**config.mk**
```make
export PLATFORM = sky130hd
export DESIGN_NAME = npdf_isqrt
export DESIGN_NICKNAME = d
export VERILOG_FILES = /design/src/rtl/npdf_pkg.sv /design/src/rtl/npdf_isqrt.sv
export SDC_FILE = /design/constraint.sdc
export NUM_CORES = 1
export LEC_CHECK = 0
export ABC_AREA = 1
export BUFFER_PORTS_ARGS = -buffer_cell sky130_fd_sc_hd__clkbuf_2
export CAP_MARGIN = 10
export CORE_MARGIN = 2
export CORE_UTILIZATION = 64
export CTS_BUF_LIST = sky130_fd_sc_hd__clkbuf_8
export CTS_CLUSTER_SIZE = 20
export DETAILED_ROUTE_END_ITERATION = 7
export PLACE_DENSITY = 0.83
export SETUP_SLACK_MARGIN = 0.02
export SYNTH_ARGS = -nofsm -noshare
export SYNTH_HDL_FRONTEND = slang
export SYNTH_SLANG_ARGS = --single-unit
```
**constraint.sdc**
```tcl
create_clock -name i_clk -period 7 [get_ports i_clk]
set_clock_uncertainty 0.1 [all_clocks]
set_input_delay 0.35 -clock i_clk [delete_from_list [all_inputs] [get_ports i_clk]]
set_output_delay 0.35 -clock i_clk [all_outputs]
set_load 0.02 [all_outputs]
```
**src/rtl/npdf_pkg.sv**
```systemverilog
// Shared constants, codes and types of the nearest point distance field block.
`default_nettype none
package npdf_pkg;

    localparam int MAX_POINTS      = 256;
    localparam int GRID_INDEX_BITS = 10;

    localparam int COORD_W   = 20;
    localparam int STEP_W    = 16;
    localparam int ADDR_W    = $clog2(MAX_POINTS);
    localparam int CNT_W     = $clog2(MAX_POINTS + 1);
    localparam int NODE_W    = ((GRID_INDEX_BITS + STEP_W) > COORD_W ?
                                (GRID_INDEX_BITS + STEP_W) : COORD_W) + 2;
    localparam int DIFF_W    = NODE_W + 1;
    localparam int MUL_W     = NODE_W;
    localparam int PROD_W    = 2 * MUL_W;
    localparam int SUM_W     = PROD_W + 1;
    localparam int BEST_W    = 28;
    localparam int DIST_W    = 14;
    localparam int STAT_W    = 1;
    localparam int REQ_W     = 2;
    localparam int CFG_IDX_W = 2;
    localparam int CFG_W     = COORD_W;

    localparam int SQRT_STEPS = BEST_W / 2;
    localparam int SQ_CNT_W   = $clog2(SQRT_STEPS + 1);

    localparam logic [BEST_W-1:0] DIST2_CAP = BEST_W'(256000000);

    localparam logic [STEP_W-1:0] STEP_RESET = STEP_W'(320);

    localparam logic [REQ_W-1:0] REQ_CLEAR  = 2'd0;
    localparam logic [REQ_W-1:0] REQ_APPEND = 2'd1;
    localparam logic [REQ_W-1:0] REQ_QUERY  = 2'd2;

    localparam logic [CFG_IDX_W-1:0] REG_ORIGIN_X = 2'd0;
    localparam logic [CFG_IDX_W-1:0] REG_ORIGIN_Y = 2'd1;
    localparam logic [CFG_IDX_W-1:0] REG_STEP_X   = 2'd2;
    localparam logic [CFG_IDX_W-1:0] REG_STEP_Y   = 2'd3;

    localparam logic [STAT_W-1:0] STATUS_OK   = 1'b0;
    localparam logic [STAT_W-1:0] STATUS_FULL = 1'b1;

    typedef struct packed {
        logic              done;
        logic [DIST_W-1:0] root;
    } t_sqrt_sts;

endpackage
`default_nettype wire

```
**src/rtl/npdf_isqrt.sv**
```systemverilog
// Iterative integer square root, one result bit per cycle.
`default_nettype none
module npdf_isqrt
    import npdf_pkg::*;
(
    input  wire logic              i_clk,
    input  wire logic              i_rst_n,
    input  wire logic              i_start,
    input  wire logic [BEST_W-1:0] i_value,
    output t_sqrt_sts              o_sts
);

    logic                r_busy;
    logic                r_done;
    logic [SQ_CNT_W-1:0] r_cnt;
    logic [BEST_W-1:0]   r_rem;
    logic [BEST_W-1:0]   r_res;
    logic [BEST_W-1:0]   r_bit;
    logic [BEST_W:0]     trial;
    logic                fits;

    assign trial = {1'b0, r_res} + {1'b0, r_bit};
    assign fits  = ({1'b0, r_rem} >= trial);

    always_ff @(posedge i_clk) begin
        if (!i_rst_n) begin
            r_busy <= 1'b0;
            r_done <= 1'b0;
            r_cnt  <= '0;
        end else begin
            r_done <= r_busy && (r_cnt == SQ_CNT_W'(1));
            if (i_start) begin
                r_busy <= 1'b1;
                r_cnt  <= SQ_CNT_W'(SQRT_STEPS);
            end else if (r_busy) begin
                r_cnt <= r_cnt - SQ_CNT_W'(1);
                if (r_cnt == SQ_CNT_W'(1)) begin
                    r_busy <= 1'b0;
                end
            end
        end
    end

    always_ff @(posedge i_clk) begin
        if (i_start) begin
            r_rem <= i_value;
            r_res <= '0;
            r_bit <= BEST_W'(1) << (BEST_W - 2);
        end else if (r_busy) begin
            if (fits) begin
                r_rem <= r_rem - trial[BEST_W-1:0];
                r_res <= (r_res >> 1) + r_bit;
            end else begin
                r_res <= r_res >> 1;
            end
            r_bit <= r_bit >> 2;
        end
    end

    assign o_sts.done = r_done;
    assign o_sts.root = r_res[DIST_W-1:0];

endmodule
`default_nettype wire

```
==> metrics <==
crit path DAT=4.92 ns; clk root buf=clkbuf_8; cell type with the largest total area after synthesis=nand2_1; Switching Fraction=0.5121; Setup WS pre-CTS=2.010 ns; n_diodes=0; Clk pin slew, worst setup/hold paths=0.09 ns; GR Overflow Total=0; Clock power frac=0.123; post-synth top area share=0.1707; # hold bufs at CTS=0; fin. max-slew vios=0; worst hold slack=between 0.1 and 0.15 ns; Final setup viols=0; total CTS buffers=9; design area=~8000 sq um; commonest cells after routing, fill and taps aside=nand2_1, inv_1, nand3_1; synth unique cells=43; initial antenna violation count=0; worst setup margin=1.974 ns; MaxCap Viol Count=0; hold crit path type=primary input to flop; period utilisation layout=0.7180; Pint=1.381 mW; Setup Fix Bufs, Post-CTS=0; Net Count, Synth=1288; static leakage=between 3 and 4 nW; critical path class=flop to flop; Fmax=about 200 MHz; Final ANT Viol Nets=0; Detailed Route WL=21250 microns; CTS tree=done; Most used DFF post-synth=dfxtp_1; H-tree depth=3; status=completed; Skew-Pair Late Insertion Delay=0.37 ns; post-layout util=0.6909; via/cell ratio=approximately 5.8; pin count of the biggest net entering global routing=55; RSZ-0062 raised after global routing=false; EDFF count, synth=28; Mapped Cells=1196; syn_area_per_cell=6.288 sq um; CP required=6.89 ns; Slew headroom=0.3297; synthesized area=7521 sq um; crit-path max FO=31; vias in the first global route=7098; Least-Margin Pin Slew=1.005 ns; drc violations=0; Sequential Power Share=0.258; CP endpoint kind=flop; switching power=around 1.4 mW; first-pass GRT wire length=34520 microns; Yosys warnings=0; # IOs=46; GRT Total Usage=0.3367; routed len/inst=15.59 microns; fraction of layout cells with a size suffix above 1=0.08033; combinational power share=0.619; Hold Vio Cnt, Final=0; Yosys reg bits=76; # resized after CTS=0; Core ar.=around 11000 sq um; dpl cell area=7732 sq um; startpoint types=flop; dpl hpwl=approximately 17000 microns; Setup TNS=0 ns; die area=12630 sq um; initial core utilization=0.6559; peak supply drop=roughly 0.28 mV; synth top area cells=nand2_1, dfxtp_1, edfxtp_1, ha_1, inv_1; Nets=1307; Die X=112.4 microns; # port buffers=45; commonest non-fill, non-tap cell in the layout=nand2_1; DR pass1 iterations=5; TritonCTS Sinks=76; asr flop ratio synth=0; Final min period=5.026 ns; PD cells=357.3 nW/um^2; CTS Buffer Depth=2; initial DRC count=916; Area growth syn-to-layout=5.340%; Die Height=112.4 microns; sequential fraction of the synthesis area=0.2396; Vias=7856; GPL Wtd Cong=slightly below 1; Row Count=39
[final timing paths]
kind / from / endpoint / cells past startpoint / slack, ns
worst max-delay path: r_res[2]$_SDFFE_PP0P_ / r_rem[27]$_DFFE_PP_ / 22 / 1.97
worst min-delay path: i_rst_n / r_cnt[2]$_SDFFE_PN0P_ / 3 / 0.13
worst max register to register: r_res[2]$_SDFFE_PP0P_ / r_rem[27]$_DFFE_PP_ / 22 / 1.97
worst min register to register: r_res[0]$_SDFFE_PP0P_ / r_res[0]$_SDFFE_PP0P_ / 2 / 0.40
[cell usage after synthesis, types with 2 or more instances]
| cell type | instances |
|---|---|
| a21o_1 | 3 |
| a21oi_1 | 68 |
| a221oi_1 | 3 |
| a31oi_1 | 7 |
| buf_1 | 3 |
| buf_2 | 7 |
| buf_4 | 16 |
| buf_6 | 2 |
| clkbuf_1 | 13 |
| dfxtp_1 | 48 |
| edfxtp_1 | 28 |
| ha_1 | 60 |
| inv_1 | 172 |
| inv_2 | 6 |
| nand2_1 | 342 |
| nand2_2 | 4 |
| nand3_1 | 125 |
| nand3_2 | 2 |
| nand3b_1 | 3 |
| nand4_1 | 20 |
| nor2_1 | 81 |
| nor2_2 | 8 |
| nor3_1 | 13 |
| o211ai_1 | 2 |
| o21ai_0 | 51 |
| o21ai_1 | 15 |
| o21ai_2 | 2 |
| o21bai_1 | 12 |
| o22ai_1 | 13 |
| o31ai_1 | 2 |
| or2_2 | 9 |
| xnor2_1 | 20 |
| xor2_1 | 26 |
[logic make-up after synthesis]
kind of cell | synth area share
simple gates | 0.3497
buf+inv | 0.1209
xor+xnor | 0.05357
flops | 0.2396
fa+ha+maj | 0.1025
compound gates | 0.1338
[registers in the layout, summed over array words and instances (netlist names)]
register	flops
r_busy	1
r_res	28
r_rem	28
r_done	1
r_cnt	4
r_bit	14
[layer usage]
| layer | part of all wire | GRT usage | vias to the layer above |
|---|---|---|---|
| li1 | - | - | 3927 |
| met4 | 0.020 | 0.08943 | 0 |
| met2 | 0.43 | 0.5249 | 366 |
| met1 | 0.45 | 0.4839 | 3529 |
| met3 | 0.093 | 0.05940 | 34 |
| met5 | 0 | 0 | - |
[critical path, stage by stage, from the launching register on]
cell,delay [ns]
dfxtp_1,0.36
ha_1,0.35
nand3_1,0.10
nand2_1,0.07
a31oi_1,0.37
o21ai_0,0.20
nand2_1,0.09
nand2_1,0.14
inv_1,0.09
nor2_1,0.05
o21ai_0,0.14
nand2_1,0.08
ha_1,0.37
nand2_2,0.09
nor2_2,0.16
inv_2,0.05
nor2_2,0.12
nand3_1,0.11
nand2_1,0.09
nand2_1,0.05
nand2_1,0.07
nand2_2,0.38
a31oi_4,0.98
[power by group through the flow]
stage               clock network (mW)  registers [mW]  logic, mW
detailed placement                   0           0.737       1.71
finish                           0.349           0.731       1.75
global route                     0.368           0.741       1.96
CTS                              0.350           0.727       1.72
global placement                     0           0.734       1.69
floorplan                            0           0.689       1.39
[layout make-up]
class / count / area [sq um]
Clock inverter: 7 / 66.31
Tap cell: 143 / 178.9
Inverter: 179 / 671.9
Timing Repair Buffer: 49 / 255.2
Sequential cell: 76 / 1802
Clock buffer: 9 / 123.9
Fill cell: 1066 / 3545
Multi-Input combinational cell: 900 / 4825
[stage by stage]
stage / power (mW) / instances
floorplan: 2.080 / 1196
global placement: 2.424 / 1347
detailed placement: 2.449 / 1347
CTS: 2.796 / 1363
global route: 3.074 / 1363
finish: 2.831 / 1363
No activity file was read; power rests on OpenSTA's default activity.
